File: src/hdl/ufmc_ram.sv
// ----------------------------------------------------------------------------
// ufmc_ram - generic simple dual-port RAM
// One write port, one read port, read data registered.
// ----------------------------------------------------------------------------
module ufmc_ram #(
  parameter int WIDTH = 8,
  parameter int DEPTH = 16,
  localparam int ADDR_W = $clog2(DEPTH)
) (
  input  logic              clk,
  input  logic              wr_en,
  input  logic [ADDR_W-1:0] wr_addr,
  input  logic [WIDTH-1:0]  wr_data,
  input  logic [ADDR_W-1:0] rd_addr,
  output logic [WIDTH-1:0]  rd_data
);

  logic [WIDTH-1:0] mem [DEPTH];

  always_ff @(posedge clk) begin
    if (wr_en) begin
      mem[wr_addr] <= wr_data;
    end
    rd_data <= mem[rd_addr];
  end

endmodule

File: config.mk
export PLATFORM = sky130hd
export DESIGN_NAME = ufmc_ram
export DESIGN_NICKNAME = d
export VERILOG_FILES = /design/src/hdl/ufmc_ram.sv
export SDC_FILE = /design/constraint.sdc
export NUM_CORES = 1
export LEC_CHECK = 0
export BUFFER_PORTS_ARGS = -buffer_cell sky130_fd_sc_hd__buf_2
export CORE_AREA = 2 2 118 120
export DETAILED_ROUTE_END_ITERATION = 7
export DIE_AREA = 0 0 120 122
export PLACE_DENSITY = 0.58
export SYNTH_ARGS = -nofsm -noshare
export SYNTH_HDL_FRONTEND = slang
export SYNTH_SLANG_ARGS = --single-unit
File: constraint.sdc
create_clock -name clk -period 4.6 [get_ports clk]
set_input_delay 0.23 -clock clk [delete_from_list [all_inputs] [get_ports clk]]
set_output_delay 0.23 -clock clk [all_outputs]
set_load 0.02 [all_outputs]
## Word level (Yosys, flattened, before mapping)

Memory sizes are Yosys's and may differ from the RTL's. A register that Yosys moved wholly into a read port is not among the register bits.
Index checks and enable logic that the tools add are counted.

| word-level totals | value |
|---|---|
| bits in registers | 0 |
| bits in writable memories | 128 |
| input port bits | 18 |
| logic and storage cells | 3 |
| memories | 1 |

| operators by class | value |
|---|---|
| muxes and demuxes | 2 |

Memory list:

| memory | depth | width | rd ports | clocked after Yosys merged registers in | write ports | RTL line | text |
|---|---|---|---|---|---|---|---|
| mem | 16 | 8 | 1 | 1 | 1 | 18 | `logic [WIDTH-1:0] mem [DEPTH];` |

Operators by type and width:

| operator | number |
|---|---|
| $mux W1 | 2 |

## Logic depth before layout (Yosys ltp)

Gate-level depths: netlist (run 1).

| logic depth | value |
|---|---|
| depth in word-level cells | 2 |
| gate-level depth with buffers | 5 |
| depth with buffers taken out | 3 |

## Worst setup path after synthesis (run 1)

No wires, ideal clock.

| timing | value |
|---|---|
| path kind | input port to flip-flop |
| start point | input port wr_addr[2] |
| end point | memory mem[0][0], enable pin |
| data arrival time | 1.340 ns |
| setup slack | 2.877 ns |
| cell stages on the path | 2 |
| path through | or3b_2 nor3_1 |

RTL lines:

| what | RTL line | text |
|---|---|---|
| start, declared | 12 | `input logic [ADDR_W-1:0] wr_addr,` |
| end, declared | 18 |  |

No word-level cell before the write port.

==> results of run 1 <==
-- registers in the layout (all words and copies together) (netlist names) --
register  count
rd_data       8
mem         128
-- worst paths after layout --
path               from          to  slack (ps)  depth (start not counted)
min          wr_data[5]   mem[6][5]         210                          1
min reg2reg  mem[14][6]  rd_data[6]         680                          3
max reg2reg   mem[1][5]  rd_data[5]        3220                          3
max          rd_addr[0]  rd_data[3]        2750                          4
-- routing by layer --
layer | up-vias | track usage, % | routed length, um
li1 | 1050 | - | -
met1 | 1270 | 20.0 | 4430
met2 | 79 | 23.0 | 4850
met3 | 7 | 4.45 | 712
met4 | 0 | 5.74 | 91
met5 | - | 0 | 0
-- final cells by class --
class / count / area, um^2 / share of cell area, %
Tap cell: 180 / 225 / 3.76
Multi-Input combinational cell: 83 / 1070 / 17.8
Timing Repair Buffer: 27 / 140 / 2.34
Sequential cell: 136 / 4000 / 66.9
Clock buffer: 22 / 444 / 7.42
Clock inverter: 10 / 106 / 1.78
-- worst max-delay path, delay by kind of cell --
family | cells | cell delay (ps)
AO/OA/AOI/OAI | 1 | 280
buffers and inverters | 1 | 820
AND/OR/NAND/NOR | 1 | 80
multiplexers | 1 | 700
-- metrics by stage --
stage	instances	worst slack [ps]	hold slack [ps]	utilization (%)	power, uW
5_1_grt	458	2630	214	44.3	2870
6_report	458	2750	214	44.3	2780
3_5_place_dp	426	2220	632	40.2	1550
2_1_floorplan	229	2880	329	-	1500
3_3_place_gp	426	2280	615	40.2	1550
4_1_cts	458	2640	206	44.3	2800
-- cells by family after synthesis --
kind of cell / after synthesis / synth area share (%)
compound gates: 16 / 2.33
buf+inv: 10 / 1.68
flops: 136 / 77.8
mux: 32 / 15.0
simple gates: 35 / 3.18
-- power groups by stage --
| stage | clock, uW | sequential, uW | combinational [uW] |
|---|---|---|---|
| 2_1_floorplan | 0 | 1430 | 70.3 |
| 3_3_place_gp | 0 | 1420 | 130 |
| 3_5_place_dp | 0 | 1420 | 133 |
| 4_1_cts | 1270 | 1400 | 133 |
| 5_1_grt | 1330 | 1400 | 141 |
| 6_report | 1250 | 1400 | 131 |
-- cell usage in the layout, fill, tap and decap left out --
master / instances
nor2b_1: 1
nor3_2: 2
nand2b_1: 2
nand2_1: 9
buf_2: 25
clkinv_4: 1
clkbuf_1: 5
nor3_1: 2
nand3_1: 1
and2_1: 1
clkbuf_16: 17
and2b_1: 1
bufinv_16: 2
clkinvlp_4: 1
or3b_2: 1
mux4_1: 14
clkinv_2: 6
mux4_2: 18
buf_4: 2
nand3b_1: 2
dfxtp_1: 8
nor2_1: 13
a22oi_1: 16
edfxtp_1: 128
==> flow_summary.ini, run 1 <==
[final_layout]
n_antenna_cell = 0
nNetsFinal = 283
syn_to_final_growth_pct = 16.3
final_area_um2 = 5990
fillers = 1141
drive_gt1_share_pct = 27.0

[critical_path]
required_ps = 4880
path_class = in -> reg
slowest_delay_ps = 820
cp.arrival_ps = 2130
path_max_fanout = 32
start_kind = primary input
critical_path.slowest_cell = buf_2
crit_chain = buf_2 -> mux4_1 -> a22oi_1 -> nand2_1
endpoint_kind = flop

[clock_network]
cts-root-buf = clkbuf_16
clk_latency_ps = 400
postCtsSetupBuffers = 0
cts_tree = done
cts_sinks = 136
clockBufferDepth = 2
cts_resized = 0
clkTransAtPathRegs_ps = 50
htreeDepth = 4
hold_buffers = 0
numCtsBuffers = 17

[yosys]
yosysTopAreaCellShare_pct = 74.7
syn_area_um2 = 5150
synth_top_flop_cell = edfxtp_1
syn_avg_cell_area_um2 = 22.5
synth-seq-cells = 136
synth.area.top_cells = edfxtp_1, mux4_2, mux4_1
synth_edf_count = 128
yosysTopAreaCell = edfxtp_1
synth_cell_types = 19
synth_most_common_cell = edfxtp_1
syn_nets = 247
async_flop_share_pct = 0
yosysWarnings = 0
syn_inst = 229
ys_seq_area_share_pct = 77.8
synth_commonest_cells = edfxtp_1, mux4_2, a22oi_1

[die]
pin_count = 26
die_y_um = 122
design.core.area_um2 = 13500
die_area_um2 = 14600
placementRows = 43
die_w_um = 120
initial_core_util_pct = 38.1

[job]
max_cap_viol_count = 0

[pwr]
p_comb_share_pct = 4.7
power.density_nw_per_um2 = 464
p_seq_share_pct = 50.2
power.internal_uw = 2230
p_sw_uw = 550
p_leak_uw = 0.00198
switching_share_pct = 19.8
pwr-share-clk_pct = 45.1
peakVddDrop_mv = 0.250

[grt]
grt_max_degree = 33
grt_pass1_vias = 2523
grt_pass1_wl_mm = 15.2
grt_overflow = 0
antenna_found_initial = 0
track_usage_pct = 14.9

[drt]
routedWlPerCell_um = 22.0
routed_wirelength_mm = 10.1
ant_nets = 0
vias = 2406
drt_iter0_drc = 253
vias_per_cell = 5.25
drc = 0
drt_pass1_iterations = 4

[sta]
clock_skew_ps = 9.62
layout_min_cycle_time_ps = 1850
tightest_slew_ps = 1110
rsz0062_at_grt = false
max_slew_margin_pct = 26.0
clock.fmax_ghz = 0.540
post-route-period-util_pct = 40.3
hold_violations = 0
tns_ps = 0
report.final.slew_viol_count = 0
setup_viol = 0

[placement]
hpwl_mm = 6.22
place_area_um2 = 5430
numPortBuffers = 25
place_congestion = 0.710

[hold_path]
worstHoldPathType = in -> reg

[run_status]
outcome = finished clean
No activity file was read; power rests on OpenSTA's default activity.
==> run 2: changes to the inputs <==
Settings changed: PLACE_DENSITY 0.58 to 0.6.
Clock period 4.6 ns to 1.7 ns, I/O delays scaled along.
==> run 2 against run 1 <==
Effect of this change: first-iteration DRC count grew 8.3%; critical endpoint is now rd_data[4]; count of clock-buffer cells in the layout shrank 5; register-to-register slack got worse by 2900 ps; sequential power grew to 2.7 times the previous value; design area grew 4.3%; global-route usage up 0.43 points; largest cell class unchanged; clock power grew to 3.1 times the previous value; non-clock buffer count increased by 19; hold slack worse by 160 ps; power increased to 2.9 times the previous value.
==> flow_summary.ini, run 2 (same netlist as run 1, synthesis figures left out) <==
[placement]
place_area_um2 = 5610
numPortBuffers = 25
place_congestion = 0.712
hpwl_mm = 6.38

[clock_network]
cts_tree = done
cts_sinks = 136
clkTransAtPathRegs_ps = 60
cts-root-buf = clkbuf_16
hold_buffers = 0
cts_resized = 0
clk_latency_ps = 410
postCtsSetupBuffers = 0
htreeDepth = 4
clockBufferDepth = 2
numCtsBuffers = 17

[hold_path]
worstHoldPathType = in -> reg
hold_depth = 1
worstHoldStart = wr_data[2]
holdPathEnd = mem[12][2]

[grt]
grt_overflow = 0
antenna_found_initial = 1
grt_pass1_vias = 2550
track_usage_pct = 15.3
grt_max_degree = 33
grt_pass1_wl_mm = 15.6

[final_layout]
largest_reg_flops = 128
nNetsFinal = 302
final_area_um2 = 6240
max_flop_register = mem
layout_common_cells = edfxtp_1, buf_2, mux4_2, buf_4, clkbuf_16
final_common_cell = edfxtp_1
drive_gt1_share_pct = 32.0
syn_to_final_growth_pct = 21.3
reg_top3 = mem (128), rd_data (8)
final_core_util_pct = 46.2

[critical_path]
required_ps = 1980
endpoint_kind = flop
path_max_fanout = 1
reg2reg_slack_ps = 300
ff2ff_path_depth = 3
r2r_start = mem[9][4]
r2r_end = rd_data[4]
path_class = reg -> reg
cp.arrival_ps = 1680
start_kind = flop

[sta]
rsz0062_at_grt = false
clock_skew_ps = 6.14
post-route-period-util_pct = 82.4
max_slew_margin_pct = 72.5
worst_hold_slack_ps = 55.6
tightest_slew_ps = 412
tns_ps = 0
report.final.slew_viol_count = 0
layout_min_cycle_time_ps = 1400
hold_violations = 0
clock.fmax_ghz = 0.714
setup_viol = 0

[die]
die_y_um = 122
placementRows = 43
design.core.area_um2 = 13500
initial_core_util_pct = 38.1
die_w_um = 120
pin_count = 26
die_area_um2 = 14600

[pwr]
peakVddDrop_mv = 0.686
power.density_nw_per_um2 = 1290
p_leak_uw = 0.00212

[drt]
routedWlPerCell_um = 21.5
vias_per_cell = 5.07
ant_nets = 0
drt_pass1_iterations = 4
drc = 0
vias = 2422
routed_wirelength_mm = 10.3
drt_iter0_drc = 274

[run_status]
outcome = finished clean

[job]
max_cap_viol_count = 0
==> run 2: cell count changes in the layout (fill, tap and decap cells not counted), sizes merged <==
cell	delta
clkinv	-1
clkbuf	-5
buf	+19
clkinvlp	+3
bufinv	+3
diode	+1
==> run 2: cell type report <==
cell class              instances  area, um^2
clock inverters                15         208
clock buffers                  17         425
multi-input cells              83        1060
repair buffers                 46         320
well taps                     180         225
fillers                      1119        7260
flip-flops and latches        136        4000
diodes                          1        2.50
==> run 2: how the worst max path moves through the flow <==
| stage | start | to | slack, ps | cells after the start |
|---|---|---|---|---|
| CTS | mem[11][7] | rd_data[7] | 290 | 3 |
| global placement | rd_addr[0] | rd_data[7] | 170 | 5 |
| floorplan | wr_addr[2] | mem[0][0] | 120 | 2 |
| detailed placement | rd_addr[0] | rd_data[7] | 160 | 5 |
| global route | mem[9][4] | rd_data[4] | 250 | 3 |
| finish | mem[9][4] | rd_data[4] | 300 | 3 |
==> run 2: metal layers <==
| metal | up-vias | routed length, um | global-route usage [%] |
|---|---|---|---|
| met3 | 14 | 529 | 5.10 |
| met1 | 1256 | 4300 | 18.1 |
| li1 | 1083 | - | - |
| met2 | 69 | 5330 | 26.1 |
| met4 | 0 | 121 | 5.88 |
| met5 | - | 0 | 0 |
==> run 2: report_power, final <==
part	switching [uW]	internal, uW
clock	1300	2570
sequential	22.7	3750
combinational	224	157
==> run 2: stage by stage <==
stage / power (uW) / instances / setup slack [ps]
2_1_floorplan: 4050 / 229 / 122
3_3_place_gp: 4220 / 445 / 174
3_5_place_dp: 4230 / 445 / 158
4_1_cts: 8120 / 477 / 286
5_1_grt: 8290 / 477 / 248
6_report: 8030 / 478 / 300
==> run 2: critical path: stages, from the launching register on <==
cell	delay, ps
edfxtp_1	350
mux4_1	510
a22oi_1	300
nand2_1	100
==> run 3: changes to the inputs <==
Clock period 1.7 ns to 1.22 ns, I/O delays scaled along.
==> run 3 against run 2 <==
Effect of this change: the run now ends with negative setup slack left; global-route usage grew 0.079 points; largest power group unchanged; highest routed layer unchanged; first-iteration DRC count is 20% higher; critical path type unchanged; clock skew increased by 1.3 ps; flip-flop and latch count unchanged; design area up 2.9%; sequential power up 40%; sequential share of layout area down 1.8 points; utilization increased by 1.3 points.
==> flow_summary.ini, run 3 (same netlist as run 1, synthesis figures left out) <==
[sta]
rsz0062_at_grt = true
worst_hold_slack_ps = 28.7
hold_violations = 0
post-route-period-util_pct = 105
max_slew_margin_pct = 37.1
report.final.slew_viol_count = 0
fin_ws_ps = -63.2
tightest_slew_ps = 942
layout_min_cycle_time_ps = 1280
clock.fmax_ghz = 0.779
clock_skew_ps = 7.40
tns_ps = -282
setup_viol = 7

[final_layout]
reg_top3 = mem (128), rd_data (8)
final_common_cell = edfxtp_1
max_flop_register = mem
drive_gt1_share_pct = 43.4
n_antenna_cell = 0
layout_common_cells = edfxtp_1, buf_4, mux4_2
syn_to_final_growth_pct = 24.7
final_core_util_pct = 47.5
nNetsFinal = 321
fillers = 1079
largest_reg_flops = 128

[critical_path]
critical_path_buf_inv_count = 0
required_ps = 1520
critical_path.slowest_cell = mux4_2
crit_chain = mux4_2 -> a22oi_2 -> nand2_1
cp_top_family = multiplexers
slowest_delay_ps = 510
start_kind = flop
path_max_fanout = 1
path_class = reg -> reg
endpoint_kind = flop
cp.arrival_ps = 1580

[die]
design.core.area_um2 = 13500
die_area_um2 = 14600
die_y_um = 122
placementRows = 43
die_w_um = 120
initial_core_util_pct = 38.1
pin_count = 26

[grt]
use_met1_pct = 19.9
met2_usage_pct = 24.4
grt_max_degree = 26
grt_pass1_vias = 2571
use_met3_pct = 3.93
grt_overflow = 0
antenna_found_initial = 0
grt_pass1_wl_mm = 15.6
gr-max-usage-layer = met2
track_usage_pct = 15.4

[placement]
numPortBuffers = 25
place_ws_ps = -298
place_congestion = 0.741
hpwl_mm = 6.85

[drt]
drt_iter0_drc = 329
routedWlPerCell_um = 20.9
drc = 0
routed_wirelength_mm = 10.4
ant_nets = 0
vias_per_cell = 5.04
drt_pass1_iterations = 4
vias = 2499

[clock_network]
cts_tree = done
cts-root-buf = clkbuf_16
postCtsSetupBuffers = 0
clkTransAtPathRegs_ps = 60
clockBufferDepth = 2
hold_buffers = 0
clk_latency_ps = 420
cts_sinks = 136
htreeDepth = 4
numCtsBuffers = 17

[pwr]
power.density_nw_per_um2 = 1770
p_leak_uw = 0.00219
peakVddDrop_mv = 1.11

[run_status]
outcome = complete, but fails checks
violations = negative setup slack

[hold_path]
worstHoldPathType = in -> reg

[job]
max_cap_viol_count = 0
## run 3: final timing paths
check / end / from / depth (start not counted) / slack [ps]
worst min register to register: rd_data[3] / mem[4][3] / 3 / 670
worst max-delay path: rd_data[7] / mem[11][7] / 3 / -60
worst min-delay path: mem[4][4] / wr_data[4] / 1 / 30
worst max register to register: rd_data[7] / mem[11][7] / 3 / -60
## run 3: final cells by class
type / count / area [um^2] / share of cell area (%)
clock buffers: 20 / 447 / 6.96
clock inverters: 12 / 200 / 3.12
multi-input cells: 83 / 1080 / 16.9
flip-flops and latches: 136 / 4000 / 62.4
well taps: 180 / 225 / 3.51
repair buffers: 65 / 463 / 7.21
## run 3: repair_timing
| action | CTS | global route |
|---|---|---|
| resized for setup | 20 | 0 |
| endpoints found under the setup margin | 8 | 8 |
| pin swaps | 9 | 0 |
## run 3: report_power, final
group	internal [uW]	switching [uW]
Clock	3670	1820
Sequential	5230	32.1
Combinational	255	337
## run 3: per-stage QoR
step / area (um^2) / std cells / total power [uW]
floorplan: 5160 / 229 / 5650
detailed placement: 5760 / 464 / 5920
global placement: 5760 / 464 / 5910
CTS: 6420 / 496 / 11400
global route: 6420 / 496 / 11700
finish: 6420 / 496 / 11300
## run 3: routing by layer
layer | wire length (um) | vias to the layer above
met1 | 4600 | 1293
met2 | 5020 | 76
met5 | 0 | -
met4 | 244 | 0
li1 | - | 1114
met3 | 532 | 16
