## src/hdl/ufmc_pkg.sv

```systemverilog
// ----------------------------------------------------------------------------
// ufmc_pkg - shared constants and helpers for the maze carver
// Grid limits, field widths, register indexes and the small neighbour-pick
// reduction used by the sequencer.
// ----------------------------------------------------------------------------
package ufmc_pkg;

  // MAX_SIDE * MAX_SIDE must not exceed MAX_CELLS, so a clamped grid always fits
  localparam int MAX_CELLS = 1024;
  localparam int MAX_SIDE  = 32;

  localparam int CELL_W  = $clog2(MAX_CELLS);
  localparam int COUNT_W = CELL_W + 1;
  localparam int SIDE_W  = 6;
  localparam int PICK_W  = 8;
  localparam int IDX_W   = 2;
  localparam int STEP_W  = $clog2(CELL_W);

  localparam logic [SIDE_W-1:0] ROW_RESET = SIDE_W'(8);
  localparam logic [SIDE_W-1:0] COL_RESET = SIDE_W'(8);
  localparam logic [SIDE_W-1:0] SIDE_MIN  = SIDE_W'(2);
  localparam logic [SIDE_W-1:0] SIDE_MAX  = SIDE_W'(MAX_SIDE);

  localparam logic [IDX_W-1:0] REG_ROWS = IDX_W'(0);
  localparam logic [IDX_W-1:0] REG_COLS = IDX_W'(1);

  function automatic logic [SIDE_W-1:0] clamp_side(input logic [SIDE_W-1:0] v);
    logic [SIDE_W-1:0] s;
    s = v;
    if (s < SIDE_MIN) s = SIDE_MIN;
    if (s > SIDE_MAX) s = SIDE_MAX;
    return s;
  endfunction

  // pick modulo a neighbour count of 2, 3 or 4; mod 3 via base-4 digit sums
  function automatic logic [1:0] pick_mod(input logic [PICK_W-1:0] p,
                                          input logic [2:0] cnt);
    logic [3:0] s1;
    logic [2:0] s2;
    logic [1:0] s3;
    logic [1:0] m3;
    s1 = {2'b00, p[1:0]} + {2'b00, p[3:2]} + {2'b00, p[5:4]} + {2'b00, p[7:6]};
    s2 = {1'b0, s1[3:2]} + {1'b0, s1[1:0]};
    s3 = s2[2] ? (s2[1:0] + 2'd1) : s2[1:0];
    m3 = (s3 == 2'd3) ? 2'd0 : s3;
    case (cnt)
      3'd2:    return {1'b0, p[0]};
      3'd3:    return m3;
      default: return p[1:0];
    endcase
  endfunction

endpackage

```

## src/hdl/ufmc_rem.sv

```systemverilog
// ----------------------------------------------------------------------------
// ufmc_rem - iterative remainder unit
// Restoring division, one dividend bit per cycle; yields cell mod columns.
// ----------------------------------------------------------------------------
module ufmc_rem (
  input  logic                        clk,
  input  logic                        rst,
  input  logic                        start,
  input  logic [ufmc_pkg::CELL_W-1:0] dividend,
  input  logic [ufmc_pkg::SIDE_W-1:0] divisor,
  output logic [ufmc_pkg::SIDE_W-1:0] rem,
  output logic                        done
);
  import ufmc_pkg::*;

  logic [CELL_W-1:0] num;
  logic [SIDE_W-1:0] den;
  logic [STEP_W-1:0] step;
  logic              busy;

  logic [SIDE_W:0]   trial;
  logic [SIDE_W:0]   diff;
  logic [SIDE_W-1:0] rem_next;

  // remainder stays below the divisor, so it always fits SIDE_W bits
  always_comb begin
    trial    = {rem, num[step]};
    diff     = trial - {1'b0, den};
    rem_next = (trial >= {1'b0, den}) ? diff[SIDE_W-1:0] : trial[SIDE_W-1:0];
  end

  always_ff @(posedge clk) begin
    if (rst) begin
      busy <= 1'b0;
      done <= 1'b0;
    end else begin
      done <= 1'b0;
      if (start) begin
        num  <= dividend;
        den  <= divisor;
        rem  <= '0;
        step <= STEP_W'(CELL_W - 1);
        busy <= 1'b1;
      end else if (busy) begin
        rem <= rem_next;
        if (step == '0) begin
          busy <= 1'b0;
          done <= 1'b1;
        end else begin
          step <= step - 1'b1;
        end
      end
    end
  end

endmodule

```

## config.mk

```make
export PLATFORM = sky130hd
export DESIGN_NAME = ufmc_rem
export DESIGN_NICKNAME = d
export VERILOG_FILES = /design/src/hdl/ufmc_pkg.sv /design/src/hdl/ufmc_rem.sv
export SDC_FILE = /design/constraint.sdc
export NUM_CORES = 1
export LEC_CHECK = 0
export BUFFER_PORTS_ARGS = -buffer_cell sky130_fd_sc_hd__buf_2
export CAP_MARGIN = 0
export CORE_MARGIN = 10
export CORE_UTILIZATION = 50
export DETAILED_ROUTE_END_ITERATION = 6
export GPL_ROUTABILITY_DRIVEN = 0
export PLACE_DENSITY_LB_ADDON = 0.2
export SYNTH_ARGS = -nofsm -noshare
export SYNTH_HDL_FRONTEND = slang
export SYNTH_SLANG_ARGS = --single-unit
```

## constraint.sdc

```tcl
create_clock -name clk -period 3.2 [get_ports clk]
set_input_delay 0.16 -clock clk [delete_from_list [all_inputs] [get_ports clk]]
set_output_delay 0.16 -clock clk [all_outputs]
set_load 0.05 [all_outputs]
```

==> Word-level counts from Yosys, hierarchy flattened <==
Cells that the tools add are included.
{ "word_totals": {"register_bits": 28, "latchBits": 0, "mem_bits_rw": 0, "romBits": 0, "in_bits": 19, "out_inout_bits": 7, "wordCells": 29, "mem_count": 0} }
{ "classes": {"addsub": 2, "multipliers": 0, "div": 0, "n_lt_le_gt_ge": 2, "n_eq_ne": 1, "shift": 0, "n_mux": 10, "bitwise_logic": 2, "reduce_logical": 6} }
{ "ops": {"columns": ["operator", "count"], "rows": [
  ["$mux W6", 2],
  ["$mux W4", 2],
  ["$ge A7 B6 Y1", 1],
  ["$sub A6 B6 Y6", 1],
  ["$lt A4 B5 Y1 const B", 1],
  ["$mux W1", 5],
  ["$bmux W1 S4", 1],
  ["$logic_not A4 Y1", 1],
  ["$reduce_and A2 Y1", 2],
  ["$sub A4 B1 Y4 const B", 1],
  ["$reduce_and A3 Y1", 1],
  ["$reduce_or A3 Y1", 1],
  ["$ne A2 B2 Y1 const B", 1],
  ["$not A1 Y1", 2],
  ["$reduce_bool A2 Y1", 1]
]} }

==> Logic depth before layout (Yosys ltp) <==
Gate-level depths: netlist of run 1.
{ "depth": {"word_depth": 5, "ltp_mapped": 12, "depth_no_buf": 11} }

==> Least setup slack after synthesis of run 1 <==
No wires, ideal clock.
{ "synth_timing": {"path_kind": "register to register", "from": "reg step[0]", "to": "reg rem[2] in the netlist's numbering (data pin)", "setup_ps": 265, "arrival_ps": 2146, "t_required_ps": 2935, "slack_ps": 789, "stages_incl_launch_ff": 12, "n_path_buf": 1, "period_less_slack_ps": 2411, "path_cell_list": "edfxtp_1 -> buf_6 -> mux4_2 -> nand2_1 -> o311ai_1 -> nand2_1 -> ha_1 -> nand2b_1 -> a31oi_1 -> o21ai_4 -> mux2i_1 -> nor2_1"} }
{ "synth_via": {"elab_chain_cells": 5, "elab_cells_between_ends": 6, "classes_between": "add/sub (1); order compare (1); mux (4)"} }
{ "synth_lines": {"columns": ["item", "line", "source"], "rows": [
  ["start: declaration", "ufmc_rem.sv:18", "logic [STEP_W-1:0] step;"],
  ["start signal: assignment", "ufmc_rem.sv:42", "step <= STEP_W'(CELL_W - 1);"],
  ["start signal: assignment", "ufmc_rem.sv:50", "step <= step - 1'b1;"],
  ["$bmux W1 S4 *", "ufmc_rem.sv:27", "trial = {rem, num[step]};"],
  ["$mux W1 (not written as such) *", "ufmc_rem.sv:27", null],
  ["$sub A6 B6 Y6 or $ge A7 B6 Y1 (tied branches)", "ufmc_rem.sv:28, ufmc_rem.sv:29", null],
  ["$mux W6 *", "ufmc_rem.sv:29", "rem_next = (trial >= {1'b0, den}) ? diff[SIDE_W-1:0] : trial[SIDE_W-1:0];"],
  ["$mux W6 *", "ufmc_rem.sv:44", "end else if (busy) begin"],
  ["end signal: assignment", "ufmc_rem.sv:45", "rem <= rem_next;"],
  ["end: declaration", "ufmc_rem.sv:11", "output logic [ufmc_pkg::SIDE_W-1:0] rem,"]
]} }
Every way passes the cells marked *; elsewhere a longest branch is shown, timed or not. The select of a mux whose other input is x is not followed.
A chain may end at the register's enable or synchronous reset.

==> Final worst setup path of run 1 <==
{ "layout_timing": {"from": "reg step[0]", "to": "reg rem[0] in the netlist's numbering (data pin)"} }
Same word-level chain as after synthesis.

==> results of run 1 <==
per-stage QoR:
step / setup WS (ns) / total power [mW] / util [%] / instances / cell area, sq um
2_1_floorplan: 0.789 / 0.597 / - / 106 / 1390
3_3_place_gp: 0.668 / 0.636 / 57.0 / 161 / 1550
3_5_place_dp: 0.578 / 0.642 / 57.0 / 161 / 1550
4_1_cts: 0.546 / 0.807 / 60.2 / 170 / 1630
5_1_grt: 0.333 / 0.863 / 64.3 / 181 / 1740
6_report: 0.551 / 0.817 / 64.3 / 181 / 1740
worst register-to-register path, cell delays in order, from the launching register on:
cell and delay (ns):
edfxtp_1 0.51, mux4_2 0.53, nand2_1 0.07, o311ai_1 0.11
nand2_1 0.11, ha_1 0.24, nand2b_1 0.14, a31oi_1 0.28
o21ai_4 0.16, a21oi_1 0.16, a211oi_1 0.07
registers in the layout, indices dropped and copies added (netlist names):
register and flops:
den 6, step 4, rem 6, done 1
busy 1, num 10
cells in the final DEF (no fill, tap or decap), types with 3 or more instances in the layout:
master	n
nand2_1	6
xnor2_1	4
mux2i_1	3
ha_1	8
inv_1	10
o21a_1	3
nor2_1	11
edfxtp_1	26
dlygate4sd3_1	16
buf_2	25
clkbuf_4	3
area by class of cell:
type	count	area [sq um]
clock buffer	4	36.3
timing repair buffer	42	293
tap	31	38.8
inverter	11	41.3
fill	204	968
multi-input combinational	65	512
sequential	28	821
layer usage:
layer / vias up / global-route usage, % / wire, um / part of all wire (%)
met2: 26 / 17.3 / 1360 / 52
met3: 7 / 3.13 / 168 / 6.4
met1: 425 / 11.2 / 1040 / 40
li1: 477 / - / - / -
met5: - / 0 / 0 / 0
met4: 0 / 4.43 / 44 / 1.7
how the worst min path moves through the flow:
stage | slack (ns) | depth (start not counted) | start | endpoint
3_3_place_gp | 0.34 | 1 | divisor[2] | den[2]$_DFFE_PP_
2_1_floorplan | 0.23 | 1 | rst | busy$_SDFF_PP0_
3_5_place_dp | 0.34 | 1 | divisor[5] | den[5]$_DFFE_PP_
5_1_grt | 0.02 | 2 | rst | busy$_SDFF_PP0_
6_report | 0.02 | 2 | rst | busy$_SDFF_PP0_
4_1_cts | 0.0002 | 1 | dividend[8] | num[8]$_DFFE_PP_
power breakdown:
part	total [mW]	switching, mW	internal, mW
clock	0.169	0.0994	0.0697
combinational	0.199	0.111	0.0875
sequential	0.449	0.0157	0.433
total	0.817	0.226	0.590
cell families (layout without fill, tap and decap cells):
group,Yosys count,after routing,share of synthesized area (%)
flip-flops,28,28,59.1
AND/OR/NAND/NOR,26,26,8.56
AO/OA/AOI/OAI,21,21,11.7
buffers and inverters,13,57,4.05
adder cells (fa/ha/maj),9,9,8.65
multiplexers,5,5,5.41
XOR/XNOR,4,4,2.52
what timing repair did:
| item | 4_1_cts | 5_1_grt |
|---|---|---|
| endpoints found under the hold margin | 5 | 11 |
| hold buffers | 5 | 11 |
| gates resized for setup | 0 | 0 |
==> impl_metrics.ini, run 1 <==
[worst_setup_path]
crit_required_ns = 3.27
crit_fanout = 9
worstSetupPathType = flip-flop to flip-flop
path_depth = 10
startpoint_type = flip-flop
crit_buf_inv = 0
critPathCapture = rem[0]$_SDFFCE_PP0P_
crit_path_end_kind = flip-flop
slowest_delay_ns = 0.52
cp.arrival_ns = 2.72
cpMostUsedCell = nand2_1
r2r_slack_ns = 0.55
crit_path_start = step[0]$_SDFFCE_PP1P_
worstRegToRegCells = 10
cp_cell_sequence = mux4_2 -> nand2_1 -> o311ai_1 -> nand2_1 -> ha_1 -> nand2b_1 -> a31oi_1 -> o21ai_4 -> a21oi_1 -> a211oi_1
r2r_end = rem[0]$_SDFFCE_PP0P_
r2r-start = step[0]$_SDFFCE_PP1P_
cp_slowest_cell = mux4_2
critPathTopFamily = compound AO/OA/AOI/OAI gates

[synth]
synth-edff-count = 26
yosys_most_used_dff = edfxtp_1
synth_top_area_share_pct = 56.2
syn_inst = 106
synth_top_area_cell = edfxtp_1
synthTopCellsByCount = edfxtp_1, nor2_1, inv_1
ys_ff_latch = 28
synth_cell_types = 33
synth_most_common_cell = edfxtp_1
yosys_warnings = 0
ys_seq_area_share_pct = 59.1
avgSynthCellArea_sq_um = 13.1
syn_nets = 134
syn_area_sq_mm = 0.00139
synth.area.top_cells = edfxtp_1, ha_1, mux4_2
async_reset_ff_share_pct = 0

[drt]
num_vias = 935
viasPerCell = 5.17
drt-total-wl_um = 2610
ant_nets = 0
drc_errors = 0
drt_iter0_drc = 39
wl_per_cell_um = 14.4
drt_pre_antenna_iters = 4

[flow_run]
maxCapViolCount = 0

[layout]
antenna_cells = 0
nets = 179
area_growth_pct = 25.4
layout-drive-gt1-share_pct = 24.0

[global_route]
overflow = 0
grt_pass1_vias = 950
antenna_found_initial = 0
grt_max_degree = 16
grt_pass1_wl_um = 4250
track_usage_pct = 10.1

[pwr]
p_per_area_mw_per_mm2 = 469
p_leak_nw = 0.728
vdd_drop_max_v = 0.000382

[floorplan]
dieArea_sq_mm = 0.00529
die_h_um = 72.7
core_sq_mm = 0.00271
start_util_pct = 51.2
chipWidth_um = 72.7
io_pins = 26
rows = 19

[hold_path]
hold_path_class = input port to flip-flop

[timing]
slew_viol_final = 0
hold_viol = 0
max_freq_ghz = 0.377
fin_tns_setup_ns = 0
worst_slew_pin_slew_ns = 0.709
fin_crit_sh_pct = 82.8
layout_min_cycle_time_ns = 2.65
rsz0062_at_grt = no
max_slew_margin_pct = 52.4
setup_viol = 0
hold_ws_ns = 0.0185
skew_ns = 0.0139

[clock_tree]
clk_latency_ns = 0.33
clock-root-buffer = clkbuf_4
cts_made_buffers = 3
post_cts_buffers = 0
clk_pin_slew_ns = 0.15
clock_path_buffers = 2
htree_levels = 1
cts_tree = built
clock-sinks = 28

[placement]
hpwl_um = 1880
port_buffers = 25

[outcome]
outcome = complete, no violations
No activity file was read; power rests on OpenSTA's default activity.
==> run 2: changes to the inputs <==
- clock period: 3.2 -> 2.7 ns (I/O delays scaled with it)
==> run 2 against run 1 <==
  * Final cell count is 0.55% higher
  * Routed wire length is 6.4% higher
  * Cell area is 3.4% higher
  * Sequential power is 19% higher
  * Sequential share of layout area is 1.5 points lower
  * Via count is 0.53% higher
  * Register-to-register slack worse by 0.47 ns
==> impl_metrics.ini, run 2 (synthesized netlist as in run 1, its figures left out) <==
[pwr]
p_leak_nw = 0.738
finalPower_mw = 0.995
vdd_drop_max_v = 0.000433
p_per_area_mw_per_mm2 = 553

[clock_tree]
clk_latency_ns = 0.32
clock_path_buffers = 2
htree_levels = 1
post_cts_buffers = 0
clock-root-buffer = clkbuf_4
cts_tree = built
cts_made_buffers = 3
clock-sinks = 28
clk_pin_slew_ns = 0.14

[floorplan]
core_sq_mm = 0.00271
die_h_um = 72.7
io_pins = 26
start_util_pct = 51.2
rows = 19
dieArea_sq_mm = 0.00529
chipWidth_um = 72.7

[drt]
num_vias = 940
drc_errors = 0
viasPerCell = 5.16
ant_nets = 0
wl_per_cell_um = 15.3
drt_iter0_drc = 36
drt_pre_antenna_iters = 6
drt-total-wl_um = 2780

[placement]
port_buffers = 25
dpl_worst_slack_ns = 0.0940
hpwl_um = 1880

[worst_setup_path]
crit_path_end_kind = flip-flop
startpoint_type = flip-flop
r2r_slack_ns = 0.08
cp.arrival_ns = 2.71
worstSetupPathType = flip-flop to flip-flop
worstRegToRegCells = 10
crit_required_ns = 2.80
crit_path_start = step[0]$_SDFFCE_PP1P_
critPathCapture = rem[3]$_SDFFCE_PP0P_
r2r_end = rem[3]$_SDFFCE_PP0P_
crit_fanout = 6
r2r-start = step[0]$_SDFFCE_PP1P_

[hold_path]
hp-start = rst
hold_path_class = input port to flip-flop

[timing]
hold_viol = 0
layout_min_cycle_time_ns = 2.62
rsz0062_at_grt = yes
max_slew_margin_pct = 53.0
fin_crit_sh_pct = 96.9
skew_ns = 0.00692
setup_viol = 0
max_freq_ghz = 0.382
slew_viol_final = 0
worst_slew_pin_slew_ns = 0.701
setup_ws_ns = 0.0828

[global_route]
antenna_found_initial = 0
track_usage_pct = 11.1
grt_pass1_vias = 1034
grt_max_degree = 16
grt_pass1_wl_um = 4700
overflow = 0

[layout]
largest-register = num
final_common_cell = edfxtp_1
area_growth_pct = 29.6
antenna_cells = 0
reg_top3 = num x10, den x6, rem x6
nets = 180
largest_reg_flops = 10
final_cell_mix = edfxtp_1, buf_2, dlygate4sd3_1, nor2_1, inv_1
layout-drive-gt1-share_pct = 29.8

[flow_run]
maxCapViolCount = 0

[outcome]
outcome = complete, no violations
-- run 2: cell types whose count changed in the layout (fill, tap and decap cells not counted), sizes merged --
cell,delta
o21ai,+1
-- run 2: area by class of cell --
class,count,area (sq um)
multi-input combinational,66,571
fill,219,910
clock buffer,4,36.3
timing repair buffer,42,293
sequential,28,821
inverter,11,41.3
tap,31,38.8
-- run 2: stage by stage --
step | hold slack (ns) | instance area (sq um) | util (%) | TNS [ns] | instances
after floorplan | 0.207 | 1390 | - | 0 | 106
after global placement | 0.312 | 1550 | 57.0 | 0 | 161
after detailed placement | 0.313 | 1550 | 57.0 | 0 | 161
after CTS | 0.0103 | 1740 | 64.3 | 0 | 181
after global routing | 0.00990 | 1800 | 66.4 | -0.0809 | 182
final | 0.00722 | 1800 | 66.4 | 0 | 182
-- run 2: worst min path at each step --
| stage | end | slack, ns | depth (start not counted) |
|---|---|---|---|
| floorplan | busy$_SDFF_PP0_ | 0.21 | 1 |
| global placement | den[2]$_DFFE_PP_ | 0.31 | 1 |
| detailed placement | num[8]$_DFFE_PP_ | 0.31 | 1 |
| CTS | busy$_SDFF_PP0_ | 0.01 | 2 |
| global route | busy$_SDFF_PP0_ | 0.01 | 2 |
| finish | busy$_SDFF_PP0_ | 0.007 | 2 |
-- run 2: worst max-delay path, stage by stage (launching register included) --
cell and delay, ns:
edfxtp_1 0.51, mux4_2 0.53, nand2_1 0.09, o311ai_2 0.12, nand2_1 0.11, ha_1 0.25
nand2b_1 0.20, a31oi_4 0.23, o21ai_4 0.11, mux2i_1 0.18, nor2_1 0.05
-- run 2: where the power goes --
| group | leakage (nW) | total (mW) | internal, mW | switching (mW) |
|---|---|---|---|---|
| Combinational | 0.454 | 0.265 | 0.115 | 0.149 |
| Sequential | 0.262 | 0.533 | 0.514 | 0.0195 |
| Clock | 0.0210 | 0.197 | 0.0825 | 0.115 |
| Total | 0.738 | 0.995 | 0.711 | 0.283 |
-- run 2: metal layers --
layer / up-vias / global-route usage, % / routed length, um
met5: - / 0 / 0
met4: 0 / 4.22 / 26
met3: 5 / 3.67 / 152
met2: 17 / 19.0 / 1520
met1: 438 / 12.4 / 1080
li1: 480 / - / -
-- run 2: timing repair --
| item | 4_1_cts | 5_1_grt |
|---|---|---|
| hold buffers | 16 | 0 |
| endpoints found under the hold margin | 16 | 0 |
| gates resized for setup | 0 | 9 |
| setup endpoints to repair | 0 | 6 |
